==> src/sv/ifc_pkg.sv <==
`default_nettype none
package ifc_pkg;
	localparam int VECTOR_BITS      = 32;
	localparam int DEFAULT_MAX_NETS = 32;
	localparam int LEN_W            = 6;
	localparam int CLASS_W          = 4;
	localparam int SIZE_W           = 6;
	localparam int IDX_OUT_W        = 5;
	localparam int COUNT_W          = 6;
	localparam logic [LEN_W-1:0] VLEN_RESET = 6'd32;

	typedef logic [CLASS_W-1:0] class_t;
	localparam class_t CLS_OK      = 4'd0;
	localparam class_t CLS_STUCK0  = 4'd1;
	localparam class_t CLS_STUCK1  = 4'd2;
	localparam class_t CLS_UNKNOWN = 4'd3;
	localparam class_t CLS_WOR     = 4'd4;
	localparam class_t CLS_WAND    = 4'd5;
	localparam class_t CLS_USHORT  = 4'd6;
	localparam class_t CLS_ALIAS   = 4'd7;
	localparam class_t CLS_CONF    = 4'd8;

	typedef enum logic [3:0] {
		ST_LOAD,
		ST_NEXT,
		ST_LEAD,
		ST_SRD,
		ST_SCMP,
		ST_CLASS,
		ST_MRD,
		ST_MCMP,
		ST_ORD,
		ST_OSHOW
	} state_t;

	typedef struct packed {
		logic init;
		logic step;
	} match_ctl_t;

	typedef struct packed {
		logic hit;
		logic lead_zero;
		logic lead_ones;
		logic lead_or;
		logic lead_and;
	} match_stat_t;
endpackage
`default_nettype wire

==> src/sv/ifc_if.sv <==
`default_nettype none
interface ifc_net_if;
	logic                             valid;
	logic                             ready;
	logic [ifc_pkg::VECTOR_BITS-1:0]  test_vector;
	logic [ifc_pkg::VECTOR_BITS-1:0]  response_vector;
	logic                             last_net;
	modport source(output valid, test_vector, response_vector, last_net, input ready);
	modport sink(input valid, test_vector, response_vector, last_net, output ready);
endinterface

interface ifc_rec_if;
	logic                             valid;
	logic                             ready;
	logic [ifc_pkg::IDX_OUT_W-1:0]    net_index;
	logic [ifc_pkg::CLASS_W-1:0]      fault_class;
	logic [ifc_pkg::IDX_OUT_W-1:0]    group_leader;
	logic [ifc_pkg::SIZE_W-1:0]       group_size;
	logic [ifc_pkg::COUNT_W-1:0]      detected_count;
	logic [ifc_pkg::COUNT_W-1:0]      isolated_count;
	logic [ifc_pkg::COUNT_W-1:0]      total_count;
	logic                             overflow;
	logic                             last_record;
	modport source(output valid, net_index, fault_class, group_leader, group_size,
		detected_count, isolated_count, total_count, overflow, last_record, input ready);
	modport sink(input valid, net_index, fault_class, group_leader, group_size,
		detected_count, isolated_count, total_count, overflow, last_record, output ready);
endinterface
`default_nettype wire

==> src/sv/ifc_ram.sv <==
`default_nettype none
module ifc_ram #(
	parameter int WIDTH = 8,
	parameter int DEPTH = 32
) (
	input  wire logic                     clk,
	input  wire logic                     we,
	input  wire logic [$clog2(DEPTH)-1:0] waddr,
	input  wire logic [WIDTH-1:0]         wdata,
	input  wire logic [$clog2(DEPTH)-1:0] raddr,
	output logic      [WIDTH-1:0]         rdata
);
	logic [WIDTH-1:0] mem_q [DEPTH];

	always_ff @(posedge clk) begin
		if (we) begin
			mem_q[waddr] <= wdata;
		end
		rdata <= mem_q[raddr];
	end
endmodule
`default_nettype wire

==> src/sv/ifc_match_unit.sv <==
`default_nettype none
module ifc_match_unit (
	input  wire logic                            clk,
	input  wire ifc_pkg::match_ctl_t             ctl,
	input  wire logic [ifc_pkg::VECTOR_BITS-1:0] mask,
	input  wire logic [ifc_pkg::VECTOR_BITS-1:0] cand_t,
	input  wire logic [ifc_pkg::VECTOR_BITS-1:0] cand_r,
	input  wire logic                            cand_done,
	output ifc_pkg::match_stat_t                 stat
);
	logic [ifc_pkg::VECTOR_BITS-1:0] lead_r_q;
	logic [ifc_pkg::VECTOR_BITS-1:0] or_q;
	logic [ifc_pkg::VECTOR_BITS-1:0] and_q;

	// accumulate test vectors of the group being scanned
	always_ff @(posedge clk) begin
		if (ctl.init) begin
			lead_r_q <= cand_r;
			or_q     <= cand_t;
			and_q    <= cand_t;
		end else if (ctl.step) begin
			or_q  <= or_q | cand_t;
			and_q <= and_q & cand_t;
		end
	end

	always_comb begin
		stat.hit       = !cand_done && (cand_r == lead_r_q);
		stat.lead_zero = (cand_r & mask) == '0;
		stat.lead_ones = (cand_r & mask) == mask;
		stat.lead_or   = lead_r_q == or_q;
		stat.lead_and  = lead_r_q == and_q;
	end
endmodule
`default_nettype wire

==> src/sv/interconnect_fault_classifier.sv <==
// channel  | dir | beat
// nets     | in  | one net: test_vector, response_vector, last_net
// records  | out | one record per stored net after the last net
// cfg      | in  | vector_length write, no handshake
// loading accepts one net per cycle while nets is ready
// diagnosis: each non-stuck group leader makes two scans of the vector memory through
// one compare unit; a stuck leader is classed without a scan
// report: ORD reads a record, OSHOW holds it until taken; nets not ready until done
// reset clears control state only; the stores need no clearing pass
`default_nettype none
module interconnect_fault_classifier #(
	parameter int MAX_NETS = ifc_pkg::DEFAULT_MAX_NETS
) (
	input  wire logic                      clk,
	input  wire logic                      arst_n,
	input  wire logic                      cfg_we,
	input  wire logic [ifc_pkg::LEN_W-1:0] cfg_wdata,
	ifc_net_if.sink                        nets,
	ifc_rec_if.source                      records
);
	localparam int IW   = $clog2(MAX_NETS);
	localparam int CNTW = $clog2(MAX_NETS + 1);
	localparam int VB   = ifc_pkg::VECTOR_BITS;
	localparam int RW   = ifc_pkg::CLASS_W + IW + ifc_pkg::SIZE_W;

	ifc_pkg::state_t state_q, state_d;

	logic [ifc_pkg::LEN_W-1:0] vlen_q;
	logic [CNTW-1:0]           cnt_q, i_q, m_q, n_q, zc_q;
	logic [CNTW-1:0]           det_q, iso_q, ali_q;
	logic                      ovf_q;
	logic [MAX_NETS-1:0]       done_q, differ_q;
	ifc_pkg::class_t           cls_q, cls_d;

	logic [ifc_pkg::LEN_W:0] len_eff;
	logic [VB-1:0]           mask;
	logic [VB-1:0]           t_in, r_in;
	logic                    in_acc, room;

	logic [IW-1:0]   i_idx, m_idx;
	logic [2*VB-1:0] vec_rdata;
	logic [IW-1:0]   vec_raddr;
	logic            res_we;
	logic [IW-1:0]   res_waddr;
	logic [RW-1:0]   res_wdata, res_rdata;

	ifc_pkg::match_ctl_t  mctl;
	ifc_pkg::match_stat_t mstat;
	ifc_pkg::class_t      wcls;
	logic [ifc_pkg::SIZE_W-1:0] wsize;
	logic det_inc, iso_inc, ali_inc, is_stuck, last_rec;

	assign i_idx = i_q[IW-1:0];
	assign m_idx = m_q[IW-1:0];

	// effective length and vector mask
	always_comb begin
		if (vlen_q == '0) begin
			len_eff = (ifc_pkg::LEN_W + 1)'(1);
		end else if ({1'b0, vlen_q} > (ifc_pkg::LEN_W + 1)'(VB)) begin
			len_eff = (ifc_pkg::LEN_W + 1)'(VB);
		end else begin
			len_eff = {1'b0, vlen_q};
		end
		for (int b = 0; b < VB; b++) begin
			mask[b] = (ifc_pkg::LEN_W + 1)'(b) < len_eff;
		end
	end

	assign t_in     = nets.test_vector & mask;
	assign r_in     = nets.response_vector & mask;
	assign in_acc   = nets.valid && nets.ready;
	assign room     = cnt_q < CNTW'(MAX_NETS);
	assign is_stuck = mstat.lead_zero || mstat.lead_ones;
	assign last_rec = (m_q + CNTW'(1)) == cnt_q;

	ifc_ram #(.WIDTH(2 * VB), .DEPTH(MAX_NETS)) u_vec_ram (
		.clk   (clk),
		.we    (in_acc && room),
		.waddr (cnt_q[IW-1:0]),
		.wdata ({t_in, r_in}),
		.raddr (vec_raddr),
		.rdata (vec_rdata)
	);

	ifc_ram #(.WIDTH(RW), .DEPTH(MAX_NETS)) u_res_ram (
		.clk   (clk),
		.we    (res_we),
		.waddr (res_waddr),
		.wdata (res_wdata),
		.raddr (m_idx),
		.rdata (res_rdata)
	);

	ifc_match_unit u_match (
		.clk       (clk),
		.ctl       (mctl),
		.mask      (mask),
		.cand_t    (vec_rdata[2*VB-1:VB]),
		.cand_r    (vec_rdata[VB-1:0]),
		.cand_done (done_q[m_idx]),
		.stat      (mstat)
	);

	// group class from size, alias check and or/and of test vectors
	always_comb begin
		ifc_pkg::class_t short_cls;
		if (mstat.lead_or) begin
			short_cls = ifc_pkg::CLS_WOR;
		end else if (mstat.lead_and) begin
			short_cls = ifc_pkg::CLS_WAND;
		end else begin
			short_cls = ifc_pkg::CLS_USHORT;
		end
		if (n_q == CNTW'(1)) begin
			cls_d = ifc_pkg::CLS_UNKNOWN;
		end else if (n_q == CNTW'(2)) begin
			cls_d = short_cls;
		end else if (n_q == CNTW'(3)) begin
			cls_d = (zc_q == CNTW'(1)) ? ifc_pkg::CLS_ALIAS : short_cls;
		end else begin
			cls_d = ifc_pkg::CLS_CONF;
		end
	end

	// next state
	always_comb begin
		state_d = state_q;
		case (state_q)
			ifc_pkg::ST_LOAD: begin
				if (in_acc && nets.last_net) begin
					state_d = ifc_pkg::ST_NEXT;
				end
			end
			ifc_pkg::ST_NEXT: begin
				if (i_q == cnt_q) begin
					state_d = ifc_pkg::ST_ORD;
				end else if (differ_q[i_idx] && !done_q[i_idx]) begin
					state_d = ifc_pkg::ST_LEAD;
				end
			end
			ifc_pkg::ST_LEAD: begin
				state_d = is_stuck ? ifc_pkg::ST_NEXT : ifc_pkg::ST_SRD;
			end
			ifc_pkg::ST_SRD: begin
				state_d = (m_q == cnt_q) ? ifc_pkg::ST_CLASS : ifc_pkg::ST_SCMP;
			end
			ifc_pkg::ST_SCMP:  state_d = ifc_pkg::ST_SRD;
			ifc_pkg::ST_CLASS: state_d = ifc_pkg::ST_MRD;
			ifc_pkg::ST_MRD: begin
				state_d = (m_q == cnt_q) ? ifc_pkg::ST_NEXT : ifc_pkg::ST_MCMP;
			end
			ifc_pkg::ST_MCMP:  state_d = ifc_pkg::ST_MRD;
			ifc_pkg::ST_ORD:   state_d = ifc_pkg::ST_OSHOW;
			ifc_pkg::ST_OSHOW: begin
				if (records.ready) begin
					state_d = last_rec ? ifc_pkg::ST_LOAD : ifc_pkg::ST_ORD;
				end
			end
			default: state_d = ifc_pkg::ST_LOAD;
		endcase
	end

	// outputs of the sequencer
	always_comb begin
		nets.ready = state_q == ifc_pkg::ST_LOAD;
		vec_raddr  = (state_q == ifc_pkg::ST_NEXT) ? i_idx : m_idx;
		mctl.init  = state_q == ifc_pkg::ST_LEAD;
		mctl.step  = (state_q == ifc_pkg::ST_SCMP) && mstat.hit && (m_q != i_q);
		res_we     = 1'b0;
		res_waddr  = m_idx;
		wcls       = cls_q;
		wsize      = ifc_pkg::SIZE_W'(n_q);
		if (state_q == ifc_pkg::ST_LEAD) begin
			res_we    = is_stuck;
			res_waddr = i_idx;
			wcls      = mstat.lead_zero ? ifc_pkg::CLS_STUCK0 : ifc_pkg::CLS_STUCK1;
			wsize     = ifc_pkg::SIZE_W'(1);
		end else if (state_q == ifc_pkg::ST_MCMP) begin
			res_we = mstat.hit;
		end
		res_wdata = {wcls, i_idx, wsize};
		det_inc   = res_we && (wcls != ifc_pkg::CLS_ALIAS);
		iso_inc   = res_we && (wcls != ifc_pkg::CLS_ALIAS) && (wcls != ifc_pkg::CLS_CONF);
		ali_inc   = res_we && (wcls == ifc_pkg::CLS_ALIAS);
	end

	always_comb begin
		records.valid          = state_q == ifc_pkg::ST_OSHOW;
		records.net_index      = ifc_pkg::IDX_OUT_W'(m_q);
		records.detected_count = ifc_pkg::COUNT_W'(det_q);
		records.isolated_count = ifc_pkg::COUNT_W'(iso_q);
		records.total_count    = ifc_pkg::COUNT_W'(det_q + ali_q);
		records.overflow       = ovf_q;
		records.last_record    = last_rec;
		if (done_q[m_idx]) begin
			records.fault_class  = res_rdata[RW-1 -: ifc_pkg::CLASS_W];
			records.group_leader = ifc_pkg::IDX_OUT_W'(res_rdata[ifc_pkg::SIZE_W +: IW]);
			records.group_size   = res_rdata[ifc_pkg::SIZE_W-1:0];
		end else begin
			records.fault_class  = ifc_pkg::CLS_OK;
			records.group_leader = ifc_pkg::IDX_OUT_W'(m_q);
			records.group_size   = '0;
		end
	end

	always_ff @(posedge clk or negedge arst_n) begin
		if (!arst_n) begin
			vlen_q <= ifc_pkg::VLEN_RESET;
		end else if (cfg_we) begin
			vlen_q <= cfg_wdata;
		end
	end

	always_ff @(posedge clk or negedge arst_n) begin
		if (!arst_n) begin
			state_q  <= ifc_pkg::ST_LOAD;
			cnt_q    <= '0;
			i_q      <= '0;
			m_q      <= '0;
			n_q      <= '0;
			zc_q     <= '0;
			det_q    <= '0;
			iso_q    <= '0;
			ali_q    <= '0;
			ovf_q    <= 1'b0;
			done_q   <= '0;
			differ_q <= '0;
			cls_q    <= ifc_pkg::CLS_OK;
		end else begin
			state_q <= state_d;
			if (det_inc) begin
				det_q <= det_q + CNTW'(1);
			end
			if (iso_inc) begin
				iso_q <= iso_q + CNTW'(1);
			end
			if (ali_inc) begin
				ali_q <= ali_q + CNTW'(1);
			end
			if (res_we) begin
				done_q[res_waddr] <= 1'b1;
			end
			case (state_q)
				ifc_pkg::ST_LOAD: begin
					if (in_acc) begin
						if (room) begin
							differ_q[cnt_q[IW-1:0]] <= t_in != r_in;
							cnt_q                   <= cnt_q + CNTW'(1);
						end else begin
							ovf_q <= 1'b1;
						end
						i_q <= '0;
					end
				end
				ifc_pkg::ST_NEXT: begin
					if (i_q == cnt_q) begin
						m_q <= '0;
					end else if (!(differ_q[i_idx] && !done_q[i_idx])) begin
						i_q <= i_q + CNTW'(1);
					end
				end
				ifc_pkg::ST_LEAD: begin
					if (is_stuck) begin
						i_q <= i_q + CNTW'(1);
					end
					m_q  <= '0;
					n_q  <= CNTW'(1);
					zc_q <= '0;
				end
				ifc_pkg::ST_SCMP: begin
					if (mctl.step) begin
						n_q <= n_q + CNTW'(1);
						if (!differ_q[m_idx]) begin
							zc_q <= zc_q + CNTW'(1);
						end
					end
					m_q <= m_q + CNTW'(1);
				end
				ifc_pkg::ST_CLASS: begin
					cls_q <= cls_d;
					m_q   <= '0;
				end
				ifc_pkg::ST_MRD: begin
					if (m_q == cnt_q) begin
						i_q <= i_q + CNTW'(1);
					end
				end
				ifc_pkg::ST_MCMP: begin
					m_q <= m_q + CNTW'(1);
				end
				ifc_pkg::ST_OSHOW: begin
					if (records.ready) begin
						if (last_rec) begin
							cnt_q  <= '0;
							ovf_q  <= 1'b0;
							done_q <= '0;
							det_q  <= '0;
							iso_q  <= '0;
							ali_q  <= '0;
							m_q    <= '0;
						end else begin
							m_q <= m_q + CNTW'(1);
						end
					end
				end
				default: begin
				end
			endcase
		end
	end
endmodule
`default_nettype wire

==> src/flat_wrapper.sv <==
// flat-port wrapper written by rule: the top's interface ports become plain ports
module interconnect_fault_classifier_flat 
#(
	parameter int MAX_NETS = ifc_pkg::DEFAULT_MAX_NETS
)
  (clk, arst_n, cfg_we, cfg_wdata, nets_valid, nets_test_vector, nets_response_vector, nets_last_net, nets_ready, records_valid, records_net_index, records_fault_class, records_group_leader, records_group_size, records_detected_count, records_isolated_count, records_total_count, records_overflow, records_last_record, records_ready);
  ifc_net_if nets_i ();
  ifc_rec_if records_i ();
  input  wire logic clk;
  input  wire logic arst_n;
  input  wire logic cfg_we;
  input  wire logic [ifc_pkg::LEN_W-1:0] cfg_wdata;
  input wire logic [$bits(nets_i.valid)-1:0] nets_valid;
  input wire logic [$bits(nets_i.test_vector)-1:0] nets_test_vector;
  input wire logic [$bits(nets_i.response_vector)-1:0] nets_response_vector;
  input wire logic [$bits(nets_i.last_net)-1:0] nets_last_net;
  output wire logic [$bits(nets_i.ready)-1:0] nets_ready;
  output wire logic [$bits(records_i.valid)-1:0] records_valid;
  output wire logic [$bits(records_i.net_index)-1:0] records_net_index;
  output wire logic [$bits(records_i.fault_class)-1:0] records_fault_class;
  output wire logic [$bits(records_i.group_leader)-1:0] records_group_leader;
  output wire logic [$bits(records_i.group_size)-1:0] records_group_size;
  output wire logic [$bits(records_i.detected_count)-1:0] records_detected_count;
  output wire logic [$bits(records_i.isolated_count)-1:0] records_isolated_count;
  output wire logic [$bits(records_i.total_count)-1:0] records_total_count;
  output wire logic [$bits(records_i.overflow)-1:0] records_overflow;
  output wire logic [$bits(records_i.last_record)-1:0] records_last_record;
  input wire logic [$bits(records_i.ready)-1:0] records_ready;
  assign nets_i.valid = nets_valid;
  assign nets_i.test_vector = nets_test_vector;
  assign nets_i.response_vector = nets_response_vector;
  assign nets_i.last_net = nets_last_net;
  assign nets_ready = nets_i.ready;
  assign records_valid = records_i.valid;
  assign records_net_index = records_i.net_index;
  assign records_fault_class = records_i.fault_class;
  assign records_group_leader = records_i.group_leader;
  assign records_group_size = records_i.group_size;
  assign records_detected_count = records_i.detected_count;
  assign records_isolated_count = records_i.isolated_count;
  assign records_total_count = records_i.total_count;
  assign records_overflow = records_i.overflow;
  assign records_last_record = records_i.last_record;
  assign records_i.ready = records_ready;
  interconnect_fault_classifier #(.MAX_NETS(MAX_NETS)) u_core (.clk(clk), .arst_n(arst_n), .cfg_we(cfg_we), .cfg_wdata(cfg_wdata), .nets(nets_i), .records(records_i));
endmodule
==> config.mk <==
export PLATFORM = sky130hd
export DESIGN_NAME = interconnect_fault_classifier_flat
export DESIGN_NICKNAME = d
export VERILOG_FILES = /design/src/sv/ifc_pkg.sv /design/src/sv/ifc_if.sv /design/src/sv/ifc_ram.sv /design/src/sv/ifc_match_unit.sv /design/src/sv/interconnect_fault_classifier.sv /design/src/flat_wrapper.sv
export SDC_FILE = /design/constraint.sdc
export NUM_CORES = 2
export LEC_CHECK = 0
export BUFFER_PORTS_ARGS = -buffer_cell sky130_fd_sc_hd__clkbuf_2
export CELL_PAD_IN_SITES_DETAIL_PLACEMENT = 0
export CELL_PAD_IN_SITES_GLOBAL_PLACEMENT = 1
export CORE_ASPECT_RATIO = 1.75
export CORE_MARGIN = 3
export CORE_UTILIZATION = 51
export DETAILED_ROUTE_END_ITERATION = 10
export PLACE_DENSITY_LB_ADDON = 0.1
export SLEW_MARGIN = 20
export SYNTH_ARGS = -nofsm -noshare
export SYNTH_HDL_FRONTEND = slang
export SYNTH_HIERARCHICAL = 1
export SYNTH_SLANG_ARGS = --single-unit
==> constraint.sdc <==
create_clock -name clk -period 7.3 [get_ports clk]
set_input_delay 1.095 -clock clk [delete_from_list [all_inputs] [get_ports clk]]
set_output_delay 1.095 -clock clk [all_outputs]
set_load 0.005 [all_outputs]
==> impl_metrics.yaml <==
synth:
  synthArstFlopShare_pct: 4.49
  yosysWarningCount: 6
  netlist_area_um2: 112000
  synth_cells: 5556
  synth-seq-cells: 2830
  synth_edf_count: 2624
  synthTopCellsByArea: "edfxtp_1, mux4_2, dfrtp_1"
  post-synth-top-area-cell: "edfxtp_1"
  seq_area_frac_synth_pct: 74.5
  synth.avg_cell_area_um2: 20.2
  netlist.area_leader.share_pct: 70.3
  yosysMostFrequentCell: "edfxtp_1"
  synth_cell_types: 91
  synthFlopType: "edfxtp_1"
  synthTopCellsByCount: "edfxtp_1, mux4_2, mux2i_1"
timing:
  rsz0062_at_grt: "false"
  final-max-slew-violation-count: 0
  layout_min_cycle_time_ns: 5.99
  hold_violations: 0
  worst_pin_slew_ns: 1.20
  fin_crit_sh_pct: 82.0
  max_freq_mhz: 167
  setup_violations: 0
  finClkSkew_ns: 0.0589
  finalSetupTns_ns: 0
  slew_headroom_pct: 20.0
finish:
  n_fill_cell: 16345
  drive_above_1_share_pct: 25.2
  multi_input_comb_area_um2: 27200
  final_util_pct: 57.2
  fin_cells: 8887
  regArea_um2: 83600
  nets: 5920
  area_growth_pct: 11.5
grt:
  grt_use_total_pct: 27.6
  grt_pass1_wl_um: 437000
  grt.overflow.total: 0
  grt_max_degree: 114
  grt_pass1_vias: 57225
  antenna_found_initial: 16
routing:
  wire_per_inst_um: 35.0
  highest_layer: "met5"
  drt_wl_total_um: 311000
  met3WireLength_um: 17600
  routed-wl-met2_um: 166000
  dr.first_iter.drc_count: 5730
  drc: 0
  met1_length_um: 116000
  vias_per_cell: 6.32
  ant_nets: 0
  vias: 56196
  dr.pass1.iters: 5
clock_tree:
  cts_buffers: 246
  htreeDepth: 4
  cts_tree: "built"
  clkLatencyLatePin_ns: 0.91
  post_cts_buffers: 0
  cts_sinks: 2830
  hold_buffers: 0
  clkTransAtPathRegs_ns: 0.07
  cts_resized: 0
  clock_path_buffers: 4
  cts-root-buf: "clkbuf_16"
worst_setup_path:
  r2r-end: "u_core/u_res_ram/mem_q[17][14]"
  cp.arrival_ns: 6.49
  critPathMaxFanout: 20
  worst_ep_required_time_ns: 7.80
  rrSetupSlack_ns: 1.31
  start_kind: "flip-flop"
  worstRegToRegCells: 13
  endpoint_kind: "flip-flop"
  r2r_start: "u_core/vlen_q[4]"
  criticalPathCategory: "reg2reg"
placed_design:
  gp_congestion: 0.867
  portBuffers: 117
  place_hpwl_um: 182000
  dp_cells: 8435
die:
  die_y_um: 626
  ios: 118
  core_um2: 219000
  row_count: 227
  fp.dieArea_um2: 226000
  start_util_pct: 51.3
  die_w_um: 360
pwr:
  ir_drop_uv: 284
  p_leak_uw: 0.0408
  power_density_nw_per_um2: 345
flow_run:
  cap_violations: 0
worst_hold_path:
  min_path_type: "in2async"
run_status:
  status: "completed"
==> worst max-delay path by stage <==
stage               slack (ns)              start                              to  depth (start not counted)
floorplan                 1.87  u_core/state_q[2]   u_core/u_vec_ram/mem_q[12][0]                          7
global placement          0.81   u_core/vlen_q[4]   u_core/u_res_ram/mem_q[24][7]                         13
detailed placement        1.05   u_core/vlen_q[4]   u_core/u_res_ram/mem_q[28][2]                         13
CTS                       0.99   u_core/vlen_q[4]  u_core/u_res_ram/mem_q[16][13]                         13
global route              0.99   u_core/vlen_q[4]   u_core/u_res_ram/mem_q[17][1]                         13
finish                    1.31   u_core/vlen_q[4]  u_core/u_res_ram/mem_q[17][14]                         13
==> layout make-up <==
class | instances | share of cell area (%)
Multi-Input combinational cell | 2355 | 21.8
Tap cell | 2862 | 2.86
Antenna cell | 7 | 0.0140
Clock inverter | 114 | 0.880
Inverter | 83 | 0.251
Sequential cell | 2830 | 66.8
Timing Repair Buffer | 308 | 2.08
Clock buffer | 328 | 5.31
==> kinds of logic after synthesis <==
| group | Yosys count | share of synthesized area (%) |
|---|---|---|
| flip-flops | 2830 | 74.5 |
| multiplexers | 1036 | 16.4 |
| AND/OR/NAND/NOR | 675 | 3.06 |
| AO/OA/AOI/OAI | 446 | 2.75 |
| buffers and inverters | 372 | 1.68 |
| XOR/XNOR | 176 | 1.37 |
| adder cells (fa/ha/maj) | 20 | 0.230 |
| other | 1 | 0.00334 |
==> routing by layer <==
metal  track usage (%)  up-vias
met5                 0        -
met3              3.33      507
met4              9.06       16
met1              35.1    30515
li1                  -    23162
met2              49.5     1996
==> critical path, cell delays in order, from the launching register on <==
cell	delay [ns]
dfrtp_1	0.67
nor2_1	0.45
inv_1	0.17
a21oi_1	0.46
inv_1	0.15
a22oi_1	0.21
nand4_1	0.13
nor4_2	0.76
nor2_1	0.23
o31ai_1	0.33
nand3_1	0.28
inv_1	0.28
nand3b_1	0.57
nor2_2	0.86
==> sequential cells by signal (all words and copies together), names as in the netlist, 4 cells and up <==
| signal | count |
|---|---|
| u_core/records.isolated_count | 6 |
| u_core/u_res_ram/mem_q | 480 |
| u_core/i_q | 6 |
| u_core/u_match/lead_r_q | 32 |
| u_core/ali_q | 6 |
| u_core/vlen_q | 6 |
| u_core/u_match/or_q | 32 |
| u_core/cnt_q | 6 |
| u_core/state_q | 4 |
| u_core/zc_q | 6 |
| u_core/u_match/and_q | 32 |
| u_core/u_res_ram/rdata | 15 |
| u_core/u_vec_ram/rdata | 64 |
| u_core/n_q | 6 |
| u_core/differ_q | 32 |
| u_core/done_q | 32 |
| u_core/cls_q | 4 |
| u_core/u_vec_ram/mem_q | 2048 |
| u_core/records.detected_count | 6 |
| u_core/m_q | 6 |
==> stage by stage <==
| step | area, um2 | power [uW] | worst slack, ns | hold slack (ns) |
|---|---|---|---|---|
| floorplan | 112000 | 27000 | 1.87 | 0.450 |
| global placement | 117000 | 30800 | 0.806 | 0.470 |
| detailed placement | 117000 | 30900 | 1.05 | 0.489 |
| CTS | 125000 | 43600 | 0.992 | 0.208 |
| global route | 125000 | 44600 | 0.992 | 0.272 |
| finish | 125000 | 43200 | 1.31 | 0.239 |
==> cell usage in the layout, fill, tap and decap left out, types with 33 or more instances in the layout <==
cell type / instances
edfxtp_1: 2624
mux4_2: 611
mux2i_1: 295
clkbuf_16: 247
nor2_1: 167
buf_4: 144
xor2_1: 142
dfrtp_1: 122
clkbuf_2: 116
nand2_1: 115
mux2_2: 114
a21oi_1: 96
a22oi_1: 85
inv_1: 81
dfxtp_1: 79
clkbuf_1: 65
nand3_1: 49
clkinv_2: 43
buf_12: 43
nand4_1: 39
a21o_1: 38
nor4_1: 36
clkinv_1: 34
o21ai_0: 34
xnor2_1: 34
nor2_4: 34
o21a_1: 33
==> power by group <==
group	leakage [uW]	total, uW	switching [uW]	internal, uW
Combinational	0.0107	11500	6390	5090
Clock	0.00378	12800	5760	7040
Sequential	0.0264	18900	556	18300
Total	0.0408	43200	12700	30500
Note: power is estimated with default switching activity, not from simulation.
